### config.mk
export PLATFORM = sky130hd
export DESIGN_NAME = keypad_code_lock_with_lockout
export DESIGN_NICKNAME = d
export VERILOG_FILES = /design/src/sv/kcl_pkg.sv /design/src/sv/kcl_core.sv /design/src/sv/keypad_code_lock_with_lockout.sv
export SDC_FILE = /design/constraint.sdc
export NUM_CORES = 1
export LEC_CHECK = 0
export BUFFER_PORTS_ARGS = -buffer_cell sky130_fd_sc_hd__buf_2
export CORE_ASPECT_RATIO = 0.6
export CORE_UTILIZATION = 59
export CTS_CLUSTER_DIAMETER = 120
export DETAILED_ROUTE_END_ITERATION = 7
export PLACE_DENSITY_LB_ADDON = 0.2
export SLEW_MARGIN = 20
export SYNTH_ARGS = -nofsm -noshare
export SYNTH_HDL_FRONTEND = slang
export SYNTH_SLANG_ARGS = --single-unit
### constraint.sdc
create_clock -name clk -period 3 [get_ports clk]
set_input_delay 0.3 -clock clk [delete_from_list [all_inputs] [get_ports clk]]
set_output_delay 0.3 -clock clk [all_outputs]
set_load 0.1 [all_outputs]
### src/sv/kcl_pkg.sv
// Shared types and constants of the keypad code lock.
package kcl_pkg;

	localparam int SECRET_W = 12;
	localparam int MAX_CODE_LENGTH = 8;
	localparam int MAX_CODE_W = 2 * MAX_CODE_LENGTH;

	localparam logic [1:0] REQ_PRESS = 2'd0;
	localparam logic [1:0] REQ_RELEASE = 2'd1;
	localparam logic [1:0] REQ_TICK = 2'd2;

	localparam logic [2:0] EV_NONE = 3'd0;
	localparam logic [2:0] EV_DIGIT = 3'd1;
	localparam logic [2:0] EV_OPENED = 3'd2;
	localparam logic [2:0] EV_WRONG = 3'd3;
	localparam logic [2:0] EV_LOCKED = 3'd4;
	localparam logic [2:0] EV_LOCK_OVER = 3'd5;
	localparam logic [2:0] EV_CLOSED = 3'd6;

	localparam logic [1:0] CFG_SECRET_CODE = 2'd0;
	localparam logic [1:0] CFG_MAX_MISSES = 2'd1;
	localparam logic [1:0] CFG_LOCKOUT_TICKS = 2'd2;
	localparam logic [1:0] CFG_HOLD_TICKS = 2'd3;

	localparam logic [1:0] KEY_ONE = 2'd1;
	localparam logic [1:0] KEY_NONE = 2'd0;

	typedef enum logic [1:0] {
		MODE_CLOSED = 2'd0,
		MODE_OPEN = 2'd1,
		MODE_LOCKED = 2'd2
	} mode_t;

	typedef struct packed {
		logic [SECRET_W-1:0] secret_code;
		logic [3:0] max_misses;
		logic [7:0] lockout_ticks;
		logic [7:0] hold_ticks;
	} cfg_t;

	typedef struct packed {
		logic [2:0] event_code;
		logic led_on;
		logic [2:0] digits_entered;
		mode_t lock_mode;
	} res_t;

endpackage

### src/sv/kcl_core.sv
// Lock state and its update for one request, computed combinationally and registered on step.
module kcl_core #(
	parameter int CODE_LENGTH = 6
) (
	input logic clk,
	input logic arst_n,
	input logic step,
	input logic [1:0] req_type,
	input logic [1:0] key_digit,
	input kcl_pkg::cfg_t cfg,
	output kcl_pkg::res_t res
);
	import kcl_pkg::*;

	localparam int CNT_W = $clog2(CODE_LENGTH + 1);

	mode_t mode_q, mode_d;
	logic [CNT_W-1:0] cnt_q, cnt_d;
	logic [3:0] miss_q, miss_d;
	logic [7:0] left_q, left_d;
	logic [7:0] hold_q, hold_d;
	logic led_q, led_d;
	logic [1:0] digits_q [CODE_LENGTH];

	logic [MAX_CODE_W-1:0] code_pad;
	logic match;
	logic take;
	logic full;
	logic [3:0] miss_inc;
	logic lock_hit;
	logic release_close;
	logic lock_end;
	logic [2:0] event_code;

	assign code_pad = MAX_CODE_W'(cfg.secret_code);

	always_comb begin
		match = 1'b1;
		for (int i = 0; i < CODE_LENGTH; i++) begin
			if (CNT_W'(i) == cnt_q) begin
				match = match & (key_digit == code_pad[2*i +: 2]);
			end else begin
				match = match & (digits_q[i] == code_pad[2*i +: 2]);
			end
		end
	end

	assign take = (req_type == REQ_PRESS) && (key_digit != KEY_NONE)
		&& (mode_q == MODE_CLOSED) && (cnt_q < CNT_W'(CODE_LENGTH));
	assign full = take && (cnt_q == CNT_W'(CODE_LENGTH - 1));
	assign miss_inc = miss_q + 4'd1;
	assign lock_hit = !match && (miss_inc >= cfg.max_misses);
	assign release_close = (req_type == REQ_RELEASE) && (mode_q == MODE_OPEN)
		&& (hold_q > cfg.hold_ticks);
	assign lock_end = (req_type == REQ_TICK) && (mode_q == MODE_LOCKED) && (left_q <= 8'd1);

	// Next state.
	always_comb begin
		mode_d = mode_q;
		cnt_d = cnt_q;
		miss_d = miss_q;
		left_d = left_q;
		hold_d = hold_q;
		led_d = led_q;
		unique case (req_type)
			REQ_PRESS: begin
				if (take) begin
					cnt_d = cnt_q + CNT_W'(1);
					if (full) begin
						if (match) begin
							mode_d = MODE_OPEN;
							miss_d = 4'd0;
							hold_d = 8'd0;
							led_d = 1'b1;
						end else if (lock_hit) begin
							mode_d = MODE_LOCKED;
							left_d = cfg.lockout_ticks;
							miss_d = 4'd0;
						end else begin
							miss_d = miss_inc;
							cnt_d = '0;
						end
					end
				end else if (mode_q == MODE_OPEN && key_digit == KEY_ONE) begin
					hold_d = 8'd0;
				end
			end
			REQ_RELEASE: begin
				if (release_close) begin
					mode_d = MODE_CLOSED;
					hold_d = 8'd0;
					cnt_d = '0;
					led_d = 1'b0;
				end
			end
			REQ_TICK: begin
				if (mode_q == MODE_LOCKED) begin
					if (lock_end) begin
						left_d = 8'd0;
						mode_d = MODE_CLOSED;
						cnt_d = '0;
						led_d = 1'b0;
					end else begin
						left_d = left_q - 8'd1;
						led_d = !led_q;
					end
				end else if (mode_q == MODE_OPEN && hold_q != 8'hFF) begin
					hold_d = hold_q + 8'd1;
				end
			end
			default: begin
			end
		endcase
	end

	// Outputs.
	always_comb begin
		event_code = EV_NONE;
		if (full) begin
			if (match) begin
				event_code = EV_OPENED;
			end else if (lock_hit) begin
				event_code = EV_LOCKED;
			end else begin
				event_code = EV_WRONG;
			end
		end else if (take) begin
			event_code = EV_DIGIT;
		end else if (release_close) begin
			event_code = EV_CLOSED;
		end else if (lock_end) begin
			event_code = EV_LOCK_OVER;
		end
		res.event_code = event_code;
		res.led_on = led_d;
		res.digits_entered = 3'(cnt_d);
		res.lock_mode = mode_d;
	end

	always_ff @(posedge clk or negedge arst_n) begin
		if (!arst_n) begin
			mode_q <= MODE_CLOSED;
			cnt_q <= '0;
			miss_q <= 4'd0;
			left_q <= 8'd0;
			hold_q <= 8'd0;
			led_q <= 1'b0;
		end else if (step) begin
			mode_q <= mode_d;
			cnt_q <= cnt_d;
			miss_q <= miss_d;
			left_q <= left_d;
			hold_q <= hold_d;
			led_q <= led_d;
		end
	end

	always_ff @(posedge clk) begin
		for (int i = 0; i < CODE_LENGTH; i++) begin
			if (step && take && cnt_q == CNT_W'(i)) begin
				digits_q[i] <= key_digit;
			end
		end
	end

endmodule

### src/sv/keypad_code_lock_with_lockout.sv
// Top level of the keypad code lock: stream ports, configuration registers, stage registers.
// Every request (key press, release of key 1, or tick) gives exactly one result: the request
// is held in the input register and its result in the result register, and a new request can
// be taken in every cycle while the output side is ready; the lock state is updated once per
// request between the input register and the result register. Configuration, written
// through cfg_we, cfg_addr and cfg_wdata, applies to requests processed after the write.
module keypad_code_lock_with_lockout #(
	parameter int CODE_LENGTH = 6
) (
	input logic clk,
	input logic arst_n,
	input logic s_tvalid,
	output logic s_tready,
	input logic [7:0] s_tdata,   // [1:0] key_digit, [7:2] zero
	input logic [1:0] s_tuser,   // [1:0] req_type
	output logic m_tvalid,
	input logic m_tready,
	output logic [15:0] m_tdata, // [1:0] lock_mode, [4:2] digits_entered, [5] led_on,
	                             // [8:6] event_code, [15:9] zero
	input logic cfg_we,
	input logic [1:0] cfg_addr,
	input logic [kcl_pkg::SECRET_W-1:0] cfg_wdata
);
	import kcl_pkg::*;

	cfg_t cfg_q;
	logic vld_s1;
	logic [1:0] req_s1;
	logic [1:0] key_s1;
	logic out_vld_q;
	res_t out_res_q;
	res_t res;
	logic advance;
	logic step;

	assign advance = !out_vld_q || m_tready;
	assign s_tready = !vld_s1 || advance;
	assign step = vld_s1 && advance;

	always_ff @(posedge clk or negedge arst_n) begin
		if (!arst_n) begin
			cfg_q.secret_code <= 12'd1957;
			cfg_q.max_misses <= 4'd2;
			cfg_q.lockout_ticks <= 8'd50;
			cfg_q.hold_ticks <= 8'd3;
		end else if (cfg_we) begin
			unique case (cfg_addr)
				CFG_SECRET_CODE: cfg_q.secret_code <= cfg_wdata;
				CFG_MAX_MISSES: cfg_q.max_misses <= cfg_wdata[3:0];
				CFG_LOCKOUT_TICKS: cfg_q.lockout_ticks <= cfg_wdata[7:0];
				CFG_HOLD_TICKS: cfg_q.hold_ticks <= cfg_wdata[7:0];
				default: begin
				end
			endcase
		end
	end

	always_ff @(posedge clk or negedge arst_n) begin
		if (!arst_n) begin
			vld_s1 <= 1'b0;
			out_vld_q <= 1'b0;
		end else begin
			if (s_tvalid && s_tready) begin
				vld_s1 <= 1'b1;
			end else if (advance) begin
				vld_s1 <= 1'b0;
			end
			if (advance) begin
				out_vld_q <= vld_s1;
			end
		end
	end

	always_ff @(posedge clk) begin
		if (s_tvalid && s_tready) begin
			req_s1 <= s_tuser;
			key_s1 <= s_tdata[1:0];
		end
		if (step) begin
			out_res_q <= res;
		end
	end

	kcl_core #(
		.CODE_LENGTH(CODE_LENGTH)
	) u_core (
		.clk(clk),
		.arst_n(arst_n),
		.step(step),
		.req_type(req_s1),
		.key_digit(key_s1),
		.cfg(cfg_q),
		.res(res)
	);

	assign m_tvalid = out_vld_q;
	assign m_tdata = {7'd0, out_res_q.event_code, out_res_q.led_on,
		out_res_q.digits_entered, out_res_q.lock_mode};

endmodule
# --- Word level (Yosys, flattened, before mapping) ---
# Memory sizes are Yosys's and may differ from the RTL's.
# Index checks and enable logic that the tools add are counted.
totals:
  register_bits: 73
  ramBits: 12
  mem_count: 1
  wordCells: 206
  out_inout_bits: 18
  input_bits: 29
mem_list:
  columns: ["memory", "words", "width", "read_ports", "rd_ports_with_merged_regs", "write_ports", "line_no", "source"]
  rows:
  - ["u_core.digits_q", 6, 2, 6, 0, 1, "kcl_core.sv:23", "logic [1:0] digits_q [CODE_LENGTH];"]
op_classes:
  n_eq_ne: 42
  n_addsub: 4
  n_mux: 81
  reduce_logical: 46
  bitwise_logic: 10
  magnitude_cmp: 4
op_table:
  columns: ["op", "n"]
  rows:
  - ["$mux W8", 13]
  - ["$mux W3", 18]
  - ["$mux W1", 31]
  - ["$eq A2 B2 Y1", 12]
  - ["$mux W2", 12]
  - ["$pmux W8 S3", 1]
  - ["$logic_and A1 B1 Y1", 20]
  - ["$pmux W8 S2", 1]
  - ["$and A1 B1 Y1", 10]
  - ["$reduce_or A2 Y1", 5]
  - ["$pmux W3 S3", 1]
  - ["$add A8 B1 Y8 const B", 1]
  - ["$eq A2 B1 Y1 const B", 4]
  - ["$eq A2 B2 Y1 const B", 4]
  - ["$gt A8 B8 Y1", 1]
  - ["$le A8 B1 Y1 const B", 1]
  - ["$mux W4", 2]
  - ["$ne A2 B1 Y1 const B", 4]
  - ["$ne A2 B2 Y1 const B", 4]
  - ["$ne A8 B8 Y1 const B", 1]
  - ["$reduce_and A2 Y1", 4]
  - ["$reduce_and A8 Y1", 1]
  - ["$sub A8 B1 Y8 const B", 1]
  - ["$reduce_and A7 Y1", 1]
  - ["21 further kinds", 34]

# --- Longest topological paths before layout ---
# Gate-level depths: netlist of run 1.
# An unclocked memory read counts as a cell.
depth:
  ltp_word: 20
  depth_mapped: 11
  mapped_depth_nobuf: 9

# --- Modules after synthesis ---
# A second synthesis of run 1 with hierarchy kept.
unflattened:
  cells_unflattened: 457
  area_unflattened_um2: 4894.7
by_module_without_submodules:
  columns: ["mod", "area_per_inst_um2", "seq_area_each_um2", "cells_each", "n_inst"]
  rows:
  - ["kcl_core", 3123.0, 1011.0, 359, 1]
  - ["keypad_code_lock_with_lockout", 1771.7, 1257.5, 98, 1]

# --- Worst setup path before layout of run 1 ---
# No wires, ideal clock.
synth_path:
  path_type: "register -> register"
  from: "register out_vld_q, in the netlist m_tvalid"
  to: "register key_s1[0], enable pin"
  synth_period_minus_slack_ns: 2.733
  stages_incl_launch_ff: 3
  arrival_ns: 2.470
  setup_slack_ns: 0.267
  n_path_buf: 0
  path_cell_list: "dfrtp_1 > nand3b_1 > and2_1"
synth_via:
  elab_chain_cells: 4
synth_lines:
  columns: ["item", "line_no", "source"]
  rows:
  - ["from (decl)", "keypad_code_lock_with_lockout.sv:30", "logic out_vld_q;"]
  - ["from (signal assigned)", "keypad_code_lock_with_lockout.sv:69", "out_vld_q <= vld_s1;"]
  - ["$logic_not A1 Y1", "keypad_code_lock_with_lockout.sv:36", "assign advance = !out_vld_q || m_tready;"]
  - ["$logic_or A1 B1 Y1", "keypad_code_lock_with_lockout.sv:36", null]
  - ["$logic_or A1 B1 Y1", "keypad_code_lock_with_lockout.sv:37", "assign s_tready = !vld_s1 || advance;"]
  - ["net s_tready", "keypad_code_lock_with_lockout.sv:13", "output logic s_tready,"]
  - ["$logic_and A1 B1 Y1", "keypad_code_lock_with_lockout.sv:75", "if (s_tvalid && s_tready) begin"]
  - ["to (signal assigned)", "keypad_code_lock_with_lockout.sv:77", "key_s1 <= s_tdata[1:0];"]
  - ["to (decl)", "keypad_code_lock_with_lockout.sv:29", "logic [1:0] key_s1;"]
# The timed path passes the listed nets, and every way through them passes these cells.
# A chain may end at the register's enable or synchronous reset.

# --- Worst setup path after layout of run 1 ---
layout_path:
  from: "register key_s1[1]"
  to: "memory u_core.digits_q[4][1], enable pin"
layout_via:
  elab_chain_cells: 14
  word_cells_on_any_way: 38
layout_lines:
  columns: ["item", "line_no", "source"]
  rows:
  - ["$reduce_bool A2 Y1 (*)", "kcl_core.sv:48", "assign take = (req_type == REQ_PRESS) && (key_digit != KEY_NONE)"]
  - ["$logic_and A1 B1 Y1 (*)", "kcl_core.sv:48", null]
  - ["$logic_and A1 B1 Y1 (*) (2 in series)", "kcl_core.sv:49", "&& (mode_q == MODE_CLOSED) && (cnt_q < CNT_W'(CODE_LENGTH));"]
  - ["$logic_and A1 B1 Y1 (*)", "kcl_core.sv:160", "if (step && take && cnt_q == CNT_W'(i)) begin"]
  - ["$logic_and A1 B1 Y1", "kcl_core.sv:160", null]
  - ["$mux W1", "kcl_core.sv:160", null]
  - ["$mux W1 (not written as such)", "kcl_core.sv:161", "digits_q[i] <= key_digit;"]
  - ["$reduce_or A2 Y1 (no source line)", null, null]
  - ["$mux W3 (no source line) / $mux W1 (equally long branches) (5 in series)", null, null]
  - ["to (decl)", "kcl_core.sv:23", null]
# Every way passes the cells marked *; elsewhere a longest branch is shown, timed or not.

==> summary.txt, run 1 <==
Power and ir drop
  • Leakage power: 2.30 nW
  • Max IR drop VDD: 0.000425 V
  • Pwr dens: 700 nW/um^2

Clock network
  • Clock Latency Late Sink: 0.34 ns
  • CTS buffer count: 9
  • H-tree lvl count: 3
  • Worst-path clk slew: 0.06 ns
  • Clock Path Buffers: 2
  • Clk sinks: 85
  • CTS tree: done
  • Clock root buffer: clkbuf_16

Detailed routing
  • Pre-antenna DRT Iters: 5
  • Routed WL: 11100 um
  • Routed met3 length: 1150 um
  • Routed vias: 3621
  • WL per Instance: 19.0 um
  • Via/cell ratio: 6.19
  • Met1 wire length: 5060 um
  • DRC errors left: 0
  • Highest routed metal layer: met4
  • DRT antenna net count: 0
  • Metal2 WL: 4760 um
  • Iter 0 DRT Violations: 361

Flow run
  • Max_cap viols: 0

Synth
  • Seq/Total Area, Yosys: 47.5%
  • Synth Register Bits: 85
  • Ys flop type: dfrtp_1
  • EDFF count, synth: 25
  • Synth warn: 0
  • Post-synth cell types: 70
  • Mapped cell area: 4770 um^2
  • Syn_area_per_cell: 11.1 um^2
  • Synthesized instance count: 430
  • Ys async rst share: 70.6%

Layout
  • Final Net Count: 526
  • Area grow syn2layout: 12.2%
  • Share of layout cells above drive strength 1: 25.2%
  • # diodes: 0
  • Final std cells w/o fill: 585

Hold path
  • Worst Hold Class: primary input to flip-flop

Setup path
  • Crit Path Class: flip-flop to flip-flop
  • R2r setup slk: 0.22 ns
  • Worst path required time: 3.04 ns
  • WP data arrival: 2.82 ns
  • Max FO, Critical Path: 17
  • Endpoint class of the critical path: flip-flop
  • Startpoint types: flip-flop
  • FF-to-FF End: u_core.digits_q[4][1]
  • CP Capture Point: u_core.digits_q[4][1]
  • Worst r2r src: key_s1[1]
  • Worst setup startpoint: key_s1[1]
  • R2R cell count: 4

Timing
  • Final setup viols: 0
  • Slew HR: 39.2%
  • Final Max Tran Viols: 0
  • Final Skew: 0.00686 ns
  • Slew @ Worst Pin: 0.902 ns
  • FMAX: 360 MHz
  • Min Tclk post-route: 2.78 ns
  • Setup TNS Final: 0 ns
  • Post-route clock period utilization: 92.6%
  • Final hold violations: 0
  • RSZ-0062 raised after global routing: no

Placement
  • Placed Cells: 567
  • Final HPWL DP: 8270 um
  • IO buf count: 33
  • Final GP Congestion: 0.899

Global route
  • Global route total overflow: 0
  • Number of global-route vias before repair: 3361
  • Initial antenna violation count: 0
  • Largest net degree at the start of global routing: 25
  • GRT Util Overall: 28.6%
  • First-pass GRT wire length: 18100 um

Die
  • Initial Util: 63.3%
  • Core region area: 7540 um^2
  • Die W: 118 um
  • Die height: 71.7 um
  • Row cnt: 24
  • Die area: 8470 um^2
  • IO Pins: 47

Outcome
  • Run status: finished clean
registers in the layout, summed over array words and instances (netlist names):
signal / flops
req_s1: 2
u_core.miss_q: 4
cfg_q: 32
u_core.mode_q: 2
u_core.led_q: 1
m_tvalid: 1
u_core.left_q: 8
key_s1: 2
u_core.digits_q: 12
vld_s1: 1
m_tdata: 9
u_core.cnt_q: 3
u_core.hold_q: 8
synthesized netlist by cell type, types with 2 or more instances:
cell	instances	area share, %
nor3_1	12	1.3
and4b_1	2	0.42
nand3_1	8	0.84
nand2b_1	20	2.6
a22oi_1	2	0.31
dfstp_2	13	7.2
o31ai_1	3	0.47
a32oi_1	3	0.55
nand2_1	25	2.0
o2bb2ai_1	6	1.1
dfrtp_1	47	25
o21ai_0	14	1.5
clkbuf_1	5	0.39
buf_4	7	1.1
inv_1	33	2.6
o21ai_1	12	1.3
o221ai_1	4	0.73
o22ai_1	2	0.26
nand3b_1	4	0.63
a2111oi_2	2	0.63
a21o_1	4	0.63
inv_2	2	0.16
nor4_1	6	0.79
a211oi_4	3	1.3
nor3b_1	5	0.79
nor2_1	11	0.86
a21oi_1	20	2.1
xnor2_1	3	0.55
a211oi_1	2	0.31
buf_2	3	0.31
mux2_2	31	7.3
mux2i_1	12	2.5
o211ai_1	2	0.31
ha_1	21	5.5
edfxtp_1	25	16
and3_1	4	0.52
o2111ai_1	3	0.55
and4_1	2	0.37
a31oi_1	6	0.79
nor2b_1	4	0.52
xor2_1	8	1.5
final cells by class:
type | count | area [um^2]
inverter | 35 | 131
sequential | 85 | 2270
fill | 531 | 2180
clock inverter | 1 | 5.00
multi-input combinational | 299 | 2280
timing repair buffer | 46 | 265
tap | 104 | 130
clock buffer | 15 | 269
stage by stage:
stage / hold WS [ns] / setup slack, ns / util (%) / total power, mW / cell area, um^2
2_1_floorplan: 0.00441 / 0.267 / - / 2.44 / 4800
3_3_place_gp: 0.311 / 0.252 / 67.2 / 2.64 / 5060
3_5_place_dp: 0.305 / 0.193 / 67.2 / 2.70 / 5060
4_1_cts: 0.125 / 0.137 / 70.9 / 3.75 / 5350
5_1_grt: 0.123 / 0.00218 / 71.0 / 3.94 / 5360
6_report: 0.131 / 0.221 / 71.0 / 3.75 / 5360
what timing repair did:
item / 4_1_cts / 5_1_grt
endpoints found under the hold margin: 19 / 0
setup endpoints to repair: 0 / 8
resized for setup: 0 / 1
setup buffers: 0 / 1
hold buffers: 1 / 0
how the worst min path moves through the flow:
stage | from | end | slack (ns) | cells after the start
final | s_tuser[1] | req_s1[1] | 0.13 | 1
after global routing | s_tuser[1] | req_s1[1] | 0.12 | 1
after CTS | s_tuser[1] | req_s1[1] | 0.12 | 1
after detailed placement | arst_n | u_core.hold_q[2] | 0.30 | 1
after global placement | arst_n | u_core.hold_q[0] | 0.31 | 1
after floorplan | arst_n | cfg_q[10] | 0.004 | 0
layout by cell type, fill, tap and decap left out, types with 6 or more instances in the layout:
cell type   n
nand2_1    25
xor2_1      8
nand2b_1   20
inv_1      33
nor3_1     12
mux2_2     31
nand3_1     8
ha_1       21
a21oi_1    20
conb_1      7
nor2_1     11
dfstp_2    13
mux2i_1    12
dfrtp_1    46
o21ai_0    14
o21ai_1    12
clkbuf_16  10
nor4_1      6
edfxtp_1   25
o2bb2ai_1   6
buf_4      12
a31oi_1     6
buf_2      33
critical path, stage by stage, from the launching register on:
cell	delay, ns
edfxtp_1	0.76
o21ai_0	0.47
a21oi_1	0.76
nand2_1	0.25
nor2_1	0.24
routing by layer:
| layer | up-vias | track usage, % |
|---|---|---|
| met5 | - | 0 |
| met4 | 0 | 7.12 |
| met3 | 20 | 8.84 |
| met2 | 199 | 42.4 |
| met1 | 1745 | 41.1 |
| li1 | 1657 | - |
logic make-up (layout without fill, tap and decap cells):
family / after synthesis / in the layout / synth area share [%]
and+or+nand+nor: 118 / 118 / 14.7
AOI/OAI and AO/OA: 99 / 99 / 15.2
DFF: 85 / 85 / 47.5
buffers and inverters: 52 / 97 / 5.21
muxes: 43 / 43 / 9.83
adders and majority gates: 21 / 21 / 5.50
xor gates and xnor gates: 11 / 11 / 2.02
other: 1 / 7 / 0.0785
power by group:
part / internal, mW / switching (mW)
sequential: 1.40 / 0.182
combinational: 0.424 / 0.705
clock: 0.612 / 0.428
Note: power is estimated with default switching activity, not from simulation.
==> run 2: changes to the inputs <==
- CORE_UTILIZATION: 59 -> 61
- CTS_BUF_LIST: unset -> sky130_fd_sc_hd__clkbuf_8
==> run 2 against run 1 <==
Against the previous run: worst hold slack lost 0.066 ns; cell area shrank 2.1%; sequential power is essentially flat; fmax grew 0.64%; largest cell class unchanged; largest power group unchanged; highest routed layer unchanged.
==> summary.txt, run 2 (synthesized netlist as in run 1, its figures left out) <==
Outcome
  • Run status: finished clean

Setup path
  • WP data arrival: 3.01 ns
  • Crit-path slowest cell: dfrtp_1
  • Worst path required time: 3.25 ns
  • FF-to-FF End: u_core.hold_q[3]
  • Worst setup startpoint: u_core.cnt_q[0]
  • R2r setup slk: 0.24 ns
  • R2R cell count: 9
  • Startpoint types: flip-flop
  • Max FO, Critical Path: 7
  • Max incr delay on CP: 0.48 ns
  • CP top delay family: simple AND/OR/NAND/NOR gates
  • Crit Path Class: flip-flop to flip-flop
  • CP Capture Point: u_core.hold_q[3]
  • Crit path buffers/inverters: 1
  • CP cell instances: inv_1 > ha_1 > and4bb_1 > nor4_1 > o2111ai_1 > and4b_4 > nand3_4 > a2111oi_2 > mux2i_1
  • Endpoint class of the critical path: flip-flop
  • Critical Path Stages: 9
  • Worst r2r src: u_core.cnt_q[0]

Detailed routing
  • DRC errors left: 0
  • WL per Instance: 18.1 um
  • Pre-antenna DRT Iters: 5
  • Via/cell ratio: 6.05
  • Iter 0 DRT Violations: 401
  • Routed WL: 10600 um
  • DRT antenna net count: 0
  • Routed vias: 3536

Layout
  • Most frequent cells in the layout: dfrtp_1 (46), inv_1 (34), buf_2 (33), mux2_2 (31)
  • Number of flip-flops in the largest register: 32
  • Area grow syn2layout: 9.75%
  • Share of layout cells above drive strength 1: 25.8%
  • Fillers: 566
  • Commonest non-fill, non-tap cell in the layout: dfrtp_1
  • Final Net Count: 525
  • # diodes: 0
  • Top reg by flops: cfg_q
  • Final std cells w/o fill: 584

Die
  • Die area: 8200 um^2
  • IO Pins: 47
  • Core region area: 7420 um^2
  • Die W: 116 um
  • Row cnt: 24
  • Initial Util: 64.4%
  • Die height: 70.5 um

Clock network
  • Worst-path clk slew: 0.09 ns
  • Clock Latency Late Sink: 0.37 ns
  • H-tree lvl count: 3
  • Clock Path Buffers: 2
  • CTS tree: done
  • CTS buffer count: 9
  • Clock root buffer: clkbuf_8
  • Clk sinks: 85

Flow run
  • Max_cap viols: 0

Placement
  • Pre-CTS setup slack: 0.262 ns
  • Final HPWL DP: 7770 um
  • IO buf count: 33
  • Placed Cells: 567
  • Final GP Congestion: 0.880

Timing
  • Final Skew: 0.0125 ns
  • Post-route setup slack: 0.239 ns
  • Final Max Tran Viols: 0
  • Slew HR: 38.2%
  • Setup TNS Final: 0 ns
  • Final hold violations: 0
  • Min Tclk post-route: 2.76 ns
  • Slew @ Worst Pin: 0.928 ns
  • Final setup viols: 0
  • Post-route clock period utilization: 92.0%
  • RSZ-0062 raised after global routing: no
  • FMAX: 362 MHz

Power and ir drop
  • Leakage power: 2.26 nW
  • Net Sw Frac: 37.4%
  • Clock Power Share: 21.1%
  • Int Pwr: 2.13 mW
  • NetSw: 1.27 mW
  • Pwr dens: 650 nW/um^2
  • Max IR drop VDD: 0.000395 V
  • Combinational Power Share: 32.7%
  • Reg power frac: 46.3%

Global route
  • Global route total overflow: 0
  • Initial antenna violation count: 0
  • GRT Util Overall: 29.2%
  • First-pass GRT wire length: 17600 um
  • Largest net degree at the start of global routing: 41
  • Number of global-route vias before repair: 3402

Hold path
  • Worst Hold Class: primary input to async pin
-- run 2: worst reg2reg max path: cells and delay by family, from the launching register on --
family / cells / cell delay (ns)
AO/OA/AOI/OAI: 2 / 0.61
adder cells (fa/ha/maj): 1 / 0.27
buffers and inverters: 1 / 0.11
flip-flops: 1 / 0.48
multiplexers: 1 / 0.12
AND/OR/NAND/NOR: 4 / 1.08
-- run 2: repair_timing --
action                     in CTS  in global routing
setup endpoints to repair       0                  7
resized for setup               0                  1
setup buffers                   0                  1
hold buffers                    0                  0
-- run 2: worst min-delay path by stage --
stage	from	end	slack, ns	cells past startpoint
after CTS	arst_n	cfg_q[10]	0.09	1
after detailed placement	u_core.left_q[6]	u_core.left_q[6]	0.47	1
after global placement	u_core.left_q[6]	u_core.left_q[6]	0.47	1
after global routing	s_tuser[0]	req_s1[0]	0.1	1
after floorplan	arst_n	cfg_q[10]	0.004	0
final	arst_n	cfg_q[5]	0.06	1
-- run 2: area by class of cell --
cell class | count | area, um^2 | share of cell area, %
well taps | 104 | 130 | 2.48
clock buffers | 10 | 138 | 2.63
multi-input cells | 299 | 2280 | 43.6
flip-flops and latches | 85 | 2270 | 43.3
repair buffers | 45 | 255 | 4.87
clock inverters | 6 | 31.3 | 0.597
inverters | 35 | 131 | 2.51
-- run 2: through the flow --
stage                     util (%)  total power, mW  cell area [um^2]  hold slack (ns)
after CTS                     70.5             3.40              5230           0.0917
final                         70.6             3.40              5240           0.0649
after global routing          70.6             3.60              5240           0.0987
after global placement        68.3             2.64              5060            0.468
after detailed placement      68.3             2.68              5060            0.470
after floorplan                  -             2.44              4800          0.00441
-- run 2: power groups by stage --
stage | logic, mW | registers, mW | clock network (mW)
2_1_floorplan | 0.781 | 1.66 | 0
3_3_place_gp | 1.06 | 1.58 | 0
3_5_place_dp | 1.09 | 1.59 | 0
4_1_cts | 1.10 | 1.57 | 0.732
5_1_grt | 1.23 | 1.60 | 0.768
6_report | 1.11 | 1.57 | 0.718
-- run 2: per-layer routing --
metal,track usage [%],wire (um),vias to the layer above
met3,8.40,866,15
met5,0,0,-
met1,45.7,5230,1725
met2,38.6,4310,147
met4,10.1,145,0
li1,-,-,1649
==> run 3: changes to the inputs <==
--- a/config.mk
+++ b/config.mk
@@ -9,3 +9,3 @@
 export CORE_ASPECT_RATIO = 0.6
-export CORE_UTILIZATION = 61
+export CORE_UTILIZATION = 66
 export CTS_BUF_LIST = sky130_fd_sc_hd__clkbuf_8
==> constraint.sdc (replaced) <==
create_clock -name clk -period 3.4 [get_ports clk]
set_input_delay 0.85 -clock clk [delete_from_list [all_inputs] [get_ports clk]]
set_output_delay 0.85 -clock clk [all_outputs]
set_load 0.1 [all_outputs]
==> run 3 against run 2 <==
Against the previous run: the run now ends with design-rule violations left; combinational power down 10%; routed wire length is 5.0% higher; via count rose by 2.8%; cell area barely moved; die area decreased by 7.4%; sequential share of layout area hardly changed; total power is 8.0% lower; utilization increased by 6.1 points; clock skew increased by 0.0015 ns; worst hold slack gained 0.45 ns; largest power group unchanged.
==> summary.txt, run 3 (synthesized netlist as in run 1, its figures left out) <==
Outcome
  • Run status: complete, but fails checks
  • Failing checks: design-rule violations

Timing
  • FMAX: 353 MHz
  • Final hold violations: 0
  • Final Skew: 0.0140 ns
  • RSZ-0062 raised after global routing: no
  • Slew @ Worst Pin: 0.737 ns
  • Min Tclk post-route: 2.83 ns
  • Slew HR: 50.9%
  • Final setup viols: 0
  • Post-route clock period utilization: 83.2%
  • Final Max Tran Viols: 0
  • Setup TNS Final: 0 ns
  • Post-route setup slack: 0.571 ns

Placement
  • Placed Cells: 547
  • Final GP Congestion: 0.896
  • Pre-CTS setup slack: 0.605 ns
  • Final HPWL DP: 7990 um
  • IO buf count: 33

Clock network
  • Worst-path clk slew: 0.09 ns
  • CTS resizes: 0
  • CTS tree: done
  • Clk sinks: 85
  • Post-CTS Setup Bufs: 0
  • Clock Path Buffers: 2
  • H-tree lvl count: 3
  • Clock Latency Late Sink: 0.38 ns
  • CTS Hold Bufs: 0
  • CTS buffer count: 9
  • Clock root buffer: clkbuf_8

Detailed routing
  • DRC errors left: 8
  • DRT antenna net count: 0
  • Via/cell ratio: 6.45
  • Pre-antenna DRT Iters: 8
  • Iter 0 DRT Violations: 326
  • Routed WL: 11100 um
  • Routed vias: 3634
  • WL per Instance: 19.7 um

Layout
  • Share of layout cells above drive strength 1: 25.4%
  • Final Net Count: 521
  • Final std cells w/o fill: 563
  • Number of flip-flops in the largest register: 32
  • Commonest non-fill, non-tap cell in the layout: dfrtp_1
  • Most frequent cells in the layout: dfrtp_1 (47), inv_1 (33), buf_2 (33), mux2_2 (31)
  • Fillers: 452
  • # diodes: 0
  • Area grow syn2layout: 9.67%
  • Top reg by flops: cfg_q
  • Core Util, Final: 76.8%

Die
  • Die height: 67.9 um
  • Die area: 7590 um^2
  • Die W: 112 um
  • Initial Util: 70.0%
  • Core region area: 6820 um^2
  • Row cnt: 23
  • IO Pins: 47

Setup path
  • Endpoint class of the critical path: flip-flop
  • Worst path required time: 3.64 ns
  • Crit Path Class: flip-flop to flip-flop
  • Max FO, Critical Path: 9
  • WP data arrival: 3.07 ns
  • Startpoint types: flip-flop

Global route
  • Busiest grt layer: met2
  • Initial antenna violation count: 0
  • Largest net degree at the start of global routing: 32
  • First-pass GRT wire length: 17700 um
  • GRT Util Overall: 31.8%
  • Met1 usage: 44.3%
  • GR Layer Usage met2: 47.2%
  • Met3 Usage GRT: 9.48%
  • Global route total overflow: 0
  • Number of global-route vias before repair: 3397

Power and ir drop
  • Leakage power: 2.25 nW
  • Pwr dens: 598 nW/um^2
  • Max IR drop VDD: 0.000453 V

Hold path
  • Worst Hold Class: flip-flop to flip-flop

Flow run
  • Max_cap viols: 0
run 3: stage by stage:
stage                     hold WS (ns)  power [mW]  area (um^2)
after global routing             0.527        3.29         5240
after detailed placement         0.470        2.38         5030
after CTS                        0.510        3.12         5240
after global placement           0.470        2.33         5030
final                            0.511        3.13         5240
after floorplan                  0.448        2.15         4800
run 3: path summary, 6_finish.rpt:
path	startpoint	to	slack, ns	cells after the start
min in group asynchronous	arst_n	cfg_q[7]	0.53	1
worst max register to register	u_core.cnt_q[1]	u_core.hold_q[1]	0.57	9
max in group asynchronous	arst_n	cfg_q[17]	2.18	2
worst min register to register	vld_s1	m_tvalid	0.51	1
worst max-delay path	u_core.cnt_q[1]	u_core.hold_q[1]	0.57	9
worst min-delay path	vld_s1	m_tvalid	0.51	1
run 3: per-layer routing:
| layer | vias up | wire, um |
|---|---|---|
| met3 | 26 | 991 |
| met5 | - | 0 |
| met4 | 0 | 212 |
| li1 | 1652 | - |
| met1 | 1766 | 5160 |
| met2 | 190 | 4720 |
run 3: worst max-delay path, stage by stage (launching register included):
cell       delay (ns)
dfrtp_1          0.52
inv_1            0.11
ha_1             0.30
and2b_1          0.21
a221oi_2         0.28
o2111ai_1        0.15
and4b_4          0.42
nand3_4          0.14
a211oi_4         0.43
o22ai_1          0.13
run 3: area by class of cell:
cell class | instances | area (um^2) | share of cell area (%)
clock inverters | 7 | 81.3 | 1.55
flip-flops and latches | 85 | 2270 | 43.3
clock buffers | 9 | 124 | 2.37
inverters | 35 | 131 | 2.51
repair buffers | 41 | 238 | 4.54
multi-input cells | 299 | 2280 | 43.6
well taps | 87 | 109 | 2.08
run 3: where the power goes:
group / switching, mW / internal [mW] / total, mW
Combinational: 0.623 / 0.373 / 0.996
Clock: 0.400 / 0.348 / 0.748
Sequential: 0.156 / 1.23 / 1.39
